`src/rtl/marked_frame_receiver_crc16_core_assert.svh`:
```
// Assertion macros for the receiver RTL, clocked on clk_i and reset by rst_ni.
`ifndef MARKED_FRAME_RECEIVER_CRC16_CORE_ASSERT_SVH
`define MARKED_FRAME_RECEIVER_CRC16_CORE_ASSERT_SVH

`ifndef NO_ASSERTIONS

// Checked only outside reset.
`define MFR_ASSERT(lbl, prop, msg) \
  lbl: assert property (@(posedge clk_i) disable iff (!rst_ni) prop) else $error(msg);

// Checked at every edge, in reset too.
`define MFR_ASSERT_ALWAYS(lbl, prop, msg) \
  lbl: assert property (@(posedge clk_i) prop) else $error(msg);

`else

`define MFR_ASSERT(lbl, prop, msg)
`define MFR_ASSERT_ALWAYS(lbl, prop, msg)

`endif

`endif

```
`src/rtl/mfr_crc16_pkg.sv`:
```
// Types, constants and CRC helpers for the marked-frame receiver.
package mfr_crc16_pkg;

  localparam int unsigned MaxFrameBytes = 64;
  localparam int unsigned MinFrameBytes = 3;
  localparam int unsigned RxCharW       = 9;
  localparam int unsigned ByteW         = 8;
  localparam int unsigned IdxW          = 6;
  localparam int unsigned PosW          = 7;
  localparam int unsigned CrcW          = 16;
  localparam int unsigned LenW          = 7;
  localparam int unsigned ApbDataW      = 32;
  localparam int unsigned ApbAddrW      = 3;
  localparam int unsigned MarkBit       = 8;

  localparam logic [CrcW-1:0] CrcPoly     = 16'hA001;
  localparam logic [LenW-1:0] LenReset    = LenW'(MaxFrameBytes);
  localparam logic [PosW-1:0] PosMaxBytes = PosW'(MaxFrameBytes);
  localparam logic [PosW-1:0] PosMinBytes = PosW'(MinFrameBytes);

  typedef enum logic [0:0] {
    RegCrcSeed     = 1'b0,
    RegFrameLength = 1'b1
  } reg_idx_e;

  typedef struct packed {
    logic [CrcW-1:0] crc_seed;
    logic [LenW-1:0] frame_length;
  } cfg_t;

  typedef struct packed {
    logic [RxCharW-1:0] rx_char;
    logic               line_error;
  } rx_item_t;

  typedef struct packed {
    logic [ByteW-1:0] data_byte;
    logic [IdxW-1:0]  byte_index;
    logic             frame_done;
    logic             crc_ok;
  } res_item_t;

  // Reflected CRC-16 update by one byte, bit at a time.
  function automatic logic [CrcW-1:0] crc_fold(logic [CrcW-1:0] crc, logic [ByteW-1:0] b);
    logic [CrcW-1:0] c;
    c = crc ^ {{(CrcW-ByteW){1'b0}}, b};
    for (int i = 0; i < ByteW; i++) begin
      if (c[0]) begin
        c = (c >> 1) ^ CrcPoly;
      end else begin
        c = c >> 1;
      end
    end
    return c;
  endfunction

  // Frame length clamped to the supported range.
  function automatic logic [PosW-1:0] eff_len(logic [LenW-1:0] n);
    logic [PosW-1:0] l;
    l = PosW'(n);
    if (l < PosMinBytes) begin
      l = PosMinBytes;
    end else if (l > PosMaxBytes) begin
      l = PosMaxBytes;
    end
    return l;
  endfunction

endpackage

```
`src/rtl/mfr_stream_if.sv`:
```
// Valid/ready stream interfaces for received characters and result bytes.
interface mfr_rx_if;
  import mfr_crc16_pkg::*;

  logic               valid;
  logic               ready;
  logic [RxCharW-1:0] rx_char;
  logic               line_error;

  modport source (output valid, output rx_char, output line_error, input ready);
  modport sink   (input valid, input rx_char, input line_error, output ready);
endinterface

interface mfr_res_if;
  import mfr_crc16_pkg::*;

  logic             valid;
  logic             ready;
  logic [ByteW-1:0] data_byte;
  logic [IdxW-1:0]  byte_index;
  logic             frame_done;
  logic             crc_ok;

  modport source (output valid, output data_byte, output byte_index, output frame_done,
                  output crc_ok, input ready);
  modport sink   (input valid, input data_byte, input byte_index, input frame_done,
                  input crc_ok, output ready);
endinterface

```
`src/rtl/mfr_cfg_regs.sv`:
```
// APB configuration registers: CRC seed and frame length.
module mfr_cfg_regs (
  input  logic                                clk_i,
  input  logic                                rst_ni,
  input  logic                                psel,
  input  logic                                penable,
  input  logic                                pwrite,
  input  logic [mfr_crc16_pkg::ApbAddrW-1:0]  paddr,
  input  logic [mfr_crc16_pkg::ApbDataW-1:0]  pwdata,
  output logic [mfr_crc16_pkg::ApbDataW-1:0]  prdata,
  output logic                                pready,
  output mfr_crc16_pkg::cfg_t                 cfg_o
);
  import mfr_crc16_pkg::*;

  cfg_t     cfg_q, cfg_d;
  reg_idx_e reg_idx;
  logic     wr_en;

  // Registers sit on 4-byte boundaries; low address bits are ignored.
  assign reg_idx = reg_idx_e'(paddr[2]);
  assign wr_en   = psel && penable && pwrite;
  assign pready  = 1'b1;

  always_comb begin
    cfg_d = cfg_q;
    if (wr_en) begin
      case (reg_idx)
        RegCrcSeed:     cfg_d.crc_seed     = pwdata[CrcW-1:0];
        RegFrameLength: cfg_d.frame_length = pwdata[LenW-1:0];
        default: ;
      endcase
    end
  end

  always_comb begin
    case (reg_idx)
      RegCrcSeed:     prdata = {{(ApbDataW-CrcW){1'b0}}, cfg_q.crc_seed};
      RegFrameLength: prdata = {{(ApbDataW-LenW){1'b0}}, cfg_q.frame_length};
      default:        prdata = '0;
    endcase
  end

  always_ff @(posedge clk_i or negedge rst_ni) begin
    if (!rst_ni) begin
      cfg_q.crc_seed     <= '0;
      cfg_q.frame_length <= LenReset;
    end else begin
      cfg_q <= cfg_d;
    end
  end

  assign cfg_o = cfg_q;

endmodule

```
`src/rtl/mfr_in_reg.sv`:
```
// Input register: captures one received character per cycle while the frame processor takes the held one.
module mfr_in_reg (
  input  logic                     clk_i,
  input  logic                     rst_ni,
  mfr_rx_if.sink                   rx_i,
  input  logic                     take_i,
  output logic                     valid_o,
  output mfr_crc16_pkg::rx_item_t  item_o
);
  import mfr_crc16_pkg::*;

  logic     valid_q, valid_d;
  rx_item_t item_q, item_d;
  logic     load;

  // Refill in the same cycle the held request moves on.
  assign rx_i.ready = !valid_q || take_i;
  assign load       = rx_i.valid && rx_i.ready;

  always_comb begin
    valid_d = valid_q;
    item_d  = item_q;
    if (load) begin
      valid_d         = 1'b1;
      item_d.rx_char    = rx_i.rx_char;
      item_d.line_error = rx_i.line_error;
    end else if (take_i) begin
      valid_d = 1'b0;
    end
  end

  always_ff @(posedge clk_i or negedge rst_ni) begin
    if (!rst_ni) begin
      valid_q <= 1'b0;
    end else begin
      valid_q <= valid_d;
    end
  end

  always_ff @(posedge clk_i) begin
    item_q <= item_d;
  end

  assign valid_o = valid_q;
  assign item_o  = item_q;

endmodule

```
`src/rtl/mfr_frame_proc.sv`:
```
// Frame tracking, CRC update and result register.
`include "marked_frame_receiver_crc16_core_assert.svh"

module mfr_frame_proc (
  input  logic                     clk_i,
  input  logic                     rst_ni,
  input  mfr_crc16_pkg::cfg_t      cfg_i,
  input  logic                     in_valid_i,
  input  mfr_crc16_pkg::rx_item_t  item_i,
  output logic                     take_o,
  mfr_res_if.source                res_o
);
  import mfr_crc16_pkg::*;

  logic [PosW-1:0] pos_q, pos_d, pos_next;
  logic [CrcW-1:0] crc_q, crc_d, crc_new;
  logic            res_valid_q, res_valid_d;
  res_item_t       res_q, res_d;
  logic            fire, produce, mark, done;

  assign mark = item_i.rx_char[MarkBit];

  // A held request moves once the result register is free or being emptied.
  assign fire   = in_valid_i && (!res_valid_q || res_o.ready);
  assign take_o = fire;

  always_comb begin
    produce  = !item_i.line_error && (mark || (pos_q != '0));
    crc_new  = crc_fold(mark ? cfg_i.crc_seed : crc_q, item_i.rx_char[ByteW-1:0]);
    pos_next = mark ? PosW'(1) : pos_q + PosW'(1);
    done     = produce && (pos_next >= eff_len(cfg_i.frame_length));

    res_d.data_byte  = item_i.rx_char[ByteW-1:0];
    res_d.byte_index = mark ? '0 : pos_q[IdxW-1:0];
    res_d.frame_done = done;
    res_d.crc_ok     = done && (crc_new == '0);

    pos_d = pos_q;
    crc_d = crc_q;
    if (fire && produce) begin
      crc_d = crc_new;
      pos_d = done ? '0 : pos_next;
    end

    res_valid_d = res_valid_q;
    if (fire) begin
      res_valid_d = produce;
    end else if (res_o.ready) begin
      res_valid_d = 1'b0;
    end
  end

  always_ff @(posedge clk_i or negedge rst_ni) begin
    if (!rst_ni) begin
      pos_q       <= '0;
      crc_q       <= '0;
      res_valid_q <= 1'b0;
    end else begin
      pos_q       <= pos_d;
      crc_q       <= crc_d;
      res_valid_q <= res_valid_d;
    end
  end

  always_ff @(posedge clk_i) begin
    if (fire && produce) begin
      res_q <= res_d;
    end
  end

  assign res_o.valid      = res_valid_q;
  assign res_o.data_byte  = res_q.data_byte;
  assign res_o.byte_index = res_q.byte_index;
  assign res_o.frame_done = res_q.frame_done;
  assign res_o.crc_ok     = res_q.crc_ok;

  `MFR_ASSERT_ALWAYS(a_pos_in_range, !rst_ni || (pos_q < PosMaxBytes), "frame position past maximum")
  `MFR_ASSERT(a_ok_needs_done, res_valid_q |-> (!res_q.crc_ok || res_q.frame_done), "crc_ok without frame_done")
  `MFR_ASSERT(a_done_closes_frame, (fire && produce && done) |=> (pos_q == '0), "frame left open after last byte")
  `MFR_ASSERT(a_mark_index_zero, (fire && produce && mark) |=> (res_valid_q && (res_q.byte_index == '0)), "start byte not at index zero")
  `MFR_ASSERT(a_drop_keeps_state, (fire && !produce) |=> ($stable(pos_q) && $stable(crc_q)), "dropped character changed frame state")

endmodule

```
`src/rtl/marked_frame_receiver_crc16_core.sv`:
```
// Marked-frame receiver with CRC-16 check: top level.
// Path: an accepted request waits in the input register and moves into the result register
// once that register is free or being emptied; its result is then offered on res_o.
// Throughput: one character per cycle while res_o is ready; a single CRC fold lies between the registers.
// A dropped character (line error, or unmarked outside a frame) yields no result.
// Reset (rst_ni low, asynchronous) closes any frame, clears the CRC and empties both registers;
// crc_seed resets to 0 and frame_length to 64. No clearing pass is needed.
module marked_frame_receiver_crc16_core (
  input  logic                                clk_i,
  input  logic                                rst_ni,
  mfr_rx_if.sink                              rx_i,
  mfr_res_if.source                           res_o,
  input  logic                                psel,
  input  logic                                penable,
  input  logic                                pwrite,
  input  logic [mfr_crc16_pkg::ApbAddrW-1:0]  paddr,
  input  logic [mfr_crc16_pkg::ApbDataW-1:0]  pwdata,
  output logic [mfr_crc16_pkg::ApbDataW-1:0]  prdata,
  output logic                                pready
);
  import mfr_crc16_pkg::*;

  cfg_t     cfg;
  rx_item_t item;
  logic     item_valid;
  logic     take;

  mfr_cfg_regs u_cfg_regs (
    .clk_i   (clk_i),
    .rst_ni  (rst_ni),
    .psel    (psel),
    .penable (penable),
    .pwrite  (pwrite),
    .paddr   (paddr),
    .pwdata  (pwdata),
    .prdata  (prdata),
    .pready  (pready),
    .cfg_o   (cfg)
  );

  mfr_in_reg u_in_reg (
    .clk_i   (clk_i),
    .rst_ni  (rst_ni),
    .rx_i    (rx_i),
    .take_i  (take),
    .valid_o (item_valid),
    .item_o  (item)
  );

  mfr_frame_proc u_frame_proc (
    .clk_i      (clk_i),
    .rst_ni     (rst_ni),
    .cfg_i      (cfg),
    .in_valid_i (item_valid),
    .item_i     (item),
    .take_o     (take),
    .res_o      (res_o)
  );

endmodule
```
`src/flat_wrapper.sv`:
```
// flat-port wrapper written by rule: the top's interface ports become plain ports
module marked_frame_receiver_crc16_core_flat import mfr_crc16_pkg::*;
  (clk_i, rst_ni, psel, penable, pwrite, paddr, pwdata, prdata, pready, rx_i_valid, rx_i_rx_char, rx_i_line_error, rx_i_ready, res_o_valid, res_o_data_byte, res_o_byte_index, res_o_frame_done, res_o_crc_ok, res_o_ready);
  mfr_rx_if rx_i_i ();
  mfr_res_if res_o_i ();
  input  logic clk_i;
  input  logic rst_ni;
  input  logic psel;
  input  logic penable;
  input  logic pwrite;
  input  logic [mfr_crc16_pkg::ApbAddrW-1:0] paddr;
  input  logic [mfr_crc16_pkg::ApbDataW-1:0] pwdata;
  output logic [mfr_crc16_pkg::ApbDataW-1:0] prdata;
  output logic pready;
  input wire logic [$bits(rx_i_i.valid)-1:0] rx_i_valid;
  input wire logic [$bits(rx_i_i.rx_char)-1:0] rx_i_rx_char;
  input wire logic [$bits(rx_i_i.line_error)-1:0] rx_i_line_error;
  output wire logic [$bits(rx_i_i.ready)-1:0] rx_i_ready;
  output wire logic [$bits(res_o_i.valid)-1:0] res_o_valid;
  output wire logic [$bits(res_o_i.data_byte)-1:0] res_o_data_byte;
  output wire logic [$bits(res_o_i.byte_index)-1:0] res_o_byte_index;
  output wire logic [$bits(res_o_i.frame_done)-1:0] res_o_frame_done;
  output wire logic [$bits(res_o_i.crc_ok)-1:0] res_o_crc_ok;
  input wire logic [$bits(res_o_i.ready)-1:0] res_o_ready;
  assign rx_i_i.valid = rx_i_valid;
  assign rx_i_i.rx_char = rx_i_rx_char;
  assign rx_i_i.line_error = rx_i_line_error;
  assign rx_i_ready = rx_i_i.ready;
  assign res_o_valid = res_o_i.valid;
  assign res_o_data_byte = res_o_i.data_byte;
  assign res_o_byte_index = res_o_i.byte_index;
  assign res_o_frame_done = res_o_i.frame_done;
  assign res_o_crc_ok = res_o_i.crc_ok;
  assign res_o_i.ready = res_o_ready;
  marked_frame_receiver_crc16_core u_core (.clk_i(clk_i), .rst_ni(rst_ni), .rx_i(rx_i_i), .res_o(res_o_i), .psel(psel), .penable(penable), .pwrite(pwrite), .paddr(paddr), .pwdata(pwdata), .prdata(prdata), .pready(pready));
endmodule
```
`config.mk`:
```
export PLATFORM = sky130hd
export DESIGN_NAME = marked_frame_receiver_crc16_core_flat
export DESIGN_NICKNAME = d
export VERILOG_FILES = /design/src/rtl/mfr_crc16_pkg.sv /design/src/rtl/mfr_stream_if.sv /design/src/rtl/mfr_cfg_regs.sv /design/src/rtl/mfr_in_reg.sv /design/src/rtl/mfr_frame_proc.sv /design/src/rtl/marked_frame_receiver_crc16_core.sv /design/src/flat_wrapper.sv
export VERILOG_INCLUDE_DIRS = /design/src /design/src/rtl
export SDC_FILE = /design/constraint.sdc
export NUM_CORES = 1
export LEC_CHECK = 0
export BUFFER_PORTS_ARGS = -buffer_cell sky130_fd_sc_hd__buf_2
export CAP_MARGIN = 5
export CORE_ASPECT_RATIO = 0.6
export CORE_MARGIN = 10
export CORE_UTILIZATION = 40
export CTS_BUF_LIST = sky130_fd_sc_hd__clkbuf_8
export DETAILED_ROUTE_END_ITERATION = 16
export PLACE_DENSITY = 0.63
export SLEW_MARGIN = 15
export SYNTH_ARGS = -nofsm -noshare
export SYNTH_HDL_FRONTEND = slang
export SYNTH_HIERARCHICAL = 1
export SYNTH_SLANG_ARGS = --single-unit
```
`constraint.sdc`:
```
create_clock -name clk_i -period 3.58 [get_ports clk_i]
set_clock_uncertainty 0.1 [all_clocks]
set_input_delay 0.179 -clock clk_i [delete_from_list [all_inputs] [get_ports clk_i]]
set_output_delay 0.179 -clock clk_i [all_outputs]
set_load 0.03 [all_outputs]
```
## Yosys cells after proc, flatten, opt, wreduce, memory -nomap -nowiden

Index checks and enable logic that the tools add are counted.

- Register bits after elaboration: 74
- Input port bits: 52
- Output and inout port bits: 51
- Logic and storage cells: 64

- Add/subtract/negate cells: 1
- Magnitude comparators: 3
- Multiplexer cells: 18
- Bitwise logic cells: 10
- Reduce and logical (&&, ||, !) cells: 20

Operators with widths:

| kind | count |
|---|---|
| $mux W16 | 9 |
| $pmux W32 S2 | 1 |
| $mux W7 | 4 |
| $not A2 Y3 | 8 |
| $logic_not A16 Y1 | 1 |
| $xor A16 B8 Y16 | 1 |
| $logic_and A1 B1 Y1 | 8 |
| $add A7 B1 Y7 const B | 1 |
| $ge A7 B7 Y1 | 1 |
| $gt A7 B7 Y1 const B | 1 |
| $lt A7 B2 Y1 const B | 1 |
| $reduce_bool A7 Y1 | 1 |
| $mux W1 | 4 |
| $reduce_and A2 Y1 | 2 |
| $reduce_bool A2 Y1 | 2 |
| $logic_not A1 Y1 | 3 |
| $logic_or A1 B1 Y1 | 3 |
| $not A1 Y1 | 1 |

## Logic depth before layout (Yosys ltp)

- Depth after elaboration: 20
- Depth in mapped cells: 12
- Gate-level depth less buffers: 10

## Hierarchy

The synthesis kept the hierarchy.

By module, submodules not included:

| module | times used | cells each | area an instance (um2) | sequential area each (um2) |
|---|---|---|---|---|
| mfr_frame_proc | 1 | 219 | 2292.2 | 1081.0 |
| mfr_cfg_regs | 1 | 86 | 1206.2 | 576.8 |
| mfr_in_reg | 1 | 14 | 354.1 | 325.3 |

## Least setup slack after synthesis

OpenSTA, ideal clock, no wires.

- Kind: register to register
- Start: register u_core.u_in_reg.item_q (netlist bit u_core/u_in_reg/item_o[9])
- End: register u_core.u_frame_proc.res_q (netlist bit u_core/u_frame_proc/res_o.crc_ok), data pin
- Library setup time: 169 ps
- Data arrival time: 2550 ps
- Required time: 3311 ps
- Path slack: 761 ps
- Stages on the path, launching flop included: 10
- Buffers on the path: 2
- Period minus slack after synthesis: 2819 ps
- Cell sequence: edfxtp_1 buf_6 buf_8 mux2i_1 xnor2_1 xor2_1 xnor3_1 ha_1 xnor3_1 nor4b_2

RTL lines:

| item | RTL line | source |
|---|---|---|
| start, declared | mfr_in_reg.sv:13 | `rx_item_t item_q, item_d;` |
| start signal, assigned | mfr_in_reg.sv:41 | `item_q <= item_d;` |
| end signal, assigned | mfr_frame_proc.sv:67 | `res_q <= res_d;` |
| end, declared | mfr_frame_proc.sv:18 | `res_item_t res_q, res_d;` |

==> reports/metrics.yaml <==
outcome:
  outcome: "finished clean"
sta:
  fin_tns_setup_ns: 0
  maxSlewHeadroom_pct: 66.1
  hold_viol: 0
  setup_viol: 0
  timing.final.crit_share_pct: 92.8
  maxSlewViolCount: 0
  finalCriticalPeriod_ns: 3.32
  tightest_slew_ns: 0.509
  fmax_mhz: 301
  rsz0062_at_grt: "no"
power_and_ir_drop:
  netSwitchingFraction_pct: 36.9
  intPower_mw: 2.14
  ir_drop_v: 0.000406
  clockPowerShare_pct: 19.1
  switchingPower_mw: 1.25
  pwr-share-comb_pct: 43.5
  total_leakage_power_nw: 2.19
  power_density_nw_per_um2: 717
  seqPwrFrac_pct: 37.4
global_routing:
  grt_antenna_before_repair: 0
  grt_pass1_vias: 2658
  grt-ovfl-total: 0
  grt_first_pass_wirelength_mm: 14.1
  groute.usage.overall_pct: 12.9
  grt_max_degree: 38
layout:
  most-common-layout-cells: "buf_2 (67), dfrtp_1 (47), nand2_1 (41)"
  drive_gt1_share_pct: 29.8
  final_area_um2: 4730
  num-fill-cells: 850
  synthToLayoutAreaGrowth_pct: 22.9
  nets: 480
  layout_commonest_cell: "buf_2"
  stdcell_count: 554
logic_synthesis:
  syn_area_um2: 3850
  synth_cells: 319
  synth.ff_latch_count: 74
  synth-edff-count: 26
  async_flop_share_pct: 64.9
  synth_ff_type: "dfrtp_1"
  yosys_warnings: 6
  yosysSeqAreaShare_pct: 51.5
  synth.avg_cell_area_um2: 12.1
  synth_cell_types: 43
placed_design:
  gp_congestion: 0.817
  place_hpwl_mm: 6.69
  dp_cells: 508
  io_buffers: 67
  dpl_cell_area_um2: 4250
critical_path:
  cp-startpoint: "u_core/u_in_reg/item_o[9]$_DFFE_PP_"
  reg2reg_depth: 9
  crit_path_end_kind: "flop"
  crit_fanout: 9
  path_buf_inv: 1
  cp_slowest_cell: "edfxtp_1"
  cp-start-kind: "flop"
  cp.arrival_ns: 3.41
  crit_chain: "buf_4 -> mux2i_1 -> xnor2_1 -> xnor3_1 -> ha_1 -> xnor2_1 -> nor3_1 -> nand4_1 -> nor4b_2"
  rr_startpoint: "u_core/u_in_reg/item_o[9]$_DFFE_PP_"
  crit_cells: 9
  required_ns: 3.66
  critical-path-top-delay-family: "XOR/XNOR gates"
  cpMostUsedCell: "xnor2_1"
  rrSetupSlack_ns: 0.26
  critPathCapture: "u_core/u_frame_proc/res_o.crc_ok$_DFFE_PP_"
  r2r-end: "u_core/u_frame_proc/res_o.crc_ok$_DFFE_PP_"
  slowest_delay_ns: 0.66
  critPathKind: "flop to flop"
drt:
  drt_pass1_iterations: 6
  viasPerCell: 4.72
  wl_per_cell_um: 16.4
  route.detailed.drc: 0
  drtIter0Drc: 166
  vias: 2613
  detail-route-antenna-nets: 0
  totalWireLength_mm: 9.07
run:
  drv_cap: 0
cts:
  cts_root_buffer: "clkbuf_8"
  cts.sink_count: 74
  cts_buffers: 9
  cts_tree: "yes"
  clkTransAtPathRegs_ns: 0.08
  cts_htree_levels: 3
  postCtsSetupBuffers: 0
  cts_buffer_depth: 2
  worstSkewPairLatency_ns: 0.35
floorplanning:
  io_pins: 103
  num_rows: 27
  coreArea_um2: 9290
  die_x_um: 147
  dieArea_um2: 14100
  die_h_um: 96.0
  start_util_pct: 41.5
hold_path:
  min_path_type: "input pin to async pin"
logic make-up after synthesis:
| logic type | after synthesis | synth area share, % |
|---|---|---|
| adders and majority gates | 10 | 3.25 |
| muxes | 46 | 13.9 |
| and+or+nand+nor | 91 | 12.3 |
| DFF | 74 | 51.5 |
| other | 2 | 0.195 |
| AOI/OAI and AO/OA | 31 | 4.42 |
| xor gates and xnor gates | 31 | 8.54 |
| buffers and inverters | 34 | 5.85 |
metal layers:
metal / vias up / GRT usage, % / routed length [µm]
met5: - / 0 / 0
li1: 1266 / - / -
met1: 1260 / 17.3 / 4400
met3: 8 / 5.29 / 653
met4: 0 / 3.32 / 72
met2: 79 / 18.9 / 3940
power groups by stage:
stage               clock, mW  combinational [mW]  sequential, mW
finish                  0.647                1.48            1.27
global route            0.705                1.61            1.30
CTS                     0.666                1.48            1.27
detailed placement          0                1.45            1.28
global placement            0                1.42            1.27
floorplan                   0                1.12            1.30
worst register-to-register path: stages, from the launching register on:
cell	delay, ns
edfxtp_1	0.66
buf_4	0.27
mux2i_1	0.10
xnor2_1	0.42
xnor3_1	0.53
ha_1	0.36
xnor2_1	0.17
nor3_1	0.18
nand4_1	0.15
nor4b_2	0.23
layout make-up:
class                      count  area, µm²  share of cell area [%]
antenna                        1       2.50                  0.0529
clock buffer                  11        151                    3.20
clock inverter                 5       45.0                   0.951
inverter                       5       18.8                   0.396
multi-input combinational    226       1700                    35.9
sequential                    74       1980                    41.9
tap                          130        163                    3.44
timing repair buffer         102        671                    14.2
metrics by stage:
| stage | power [mW] | utilization, % | setup slack [ns] | hold slack, ns |
|---|---|---|---|---|
| global placement | 2.70 | 45.7 | 0.363 | -0.0210 |
| finish | 3.40 | 51.0 | 0.257 | 0.129 |
| floorplan | 2.41 | - | 0.761 | -0.217 |
| detailed placement | 2.73 | 45.7 | 0.321 | -0.0159 |
| global route | 3.62 | 50.9 | 0.0715 | 0.157 |
| CTS | 3.41 | 50.9 | 0.297 | 0.135 |
repair_timing:
action | in CTS | in global routing
hold buffers | 29 | 0
gates resized for setup | 0 | 0
endpoints found under the hold margin | 46 | 0
synth_stat cells (4+ instances only):
cell,number,area (µm²)
mux2_2,21,236
inv_1,5,18.8
nand2b_1,4,25.0
nand2_1,41,154
xnor2_2,4,65.1
nor2_1,13,48.8
mux2_4,10,150
edfxtp_1,26,781
o21ai_0,22,110
mux2i_1,15,150
dfrtp_1,47,1180
nor2b_1,14,87.6
xnor2_1,17,149
ha_1,10,125
xor2_1,8,70.1
buf_4,17,128
clkbuf_1,7,26.3
flip-flops by register name, indices dropped and copies added, names as in the netlist:
name and count:
u_core/u_frame_proc/res_o.crc_ok 1, u_core/u_frame_proc/res_o.frame_done 1, u_core/u_frame_proc/pos_q 7, u_core/u_frame_proc/res_o.data_byte 8
u_core/u_frame_proc/res_o.byte_index 6, u_core/u_frame_proc/crc_q 16, u_core/u_cfg_regs/cfg_o 23, u_core/u_in_reg/valid_o 1
u_core/u_in_reg/item_o 10, u_core/u_frame_proc/res_o.valid 1
worst min-delay path by stage:
stage / slack [ns] / cells after the start / end
after global routing: 0.16 / 2 / u_core/u_frame_proc/crc_q[7]$_DFFE_PN0P_
after detailed placement: -0.02 / 1 / u_core/u_frame_proc/crc_q[7]$_DFFE_PN0P_
after CTS: 0.14 / 2 / u_core/u_cfg_regs/cfg_o[14]$_DFFE_PN0P_
final: 0.13 / 2 / u_core/u_cfg_regs/cfg_o[14]$_DFFE_PN0P_
after floorplan: -0.22 / 0 / u_core/u_cfg_regs/cfg_o[0]$_DFFE_PN0P_
after global placement: -0.02 / 1 / u_core/u_frame_proc/crc_q[7]$_DFFE_PN0P_
(Power assumes the default switching activity.)
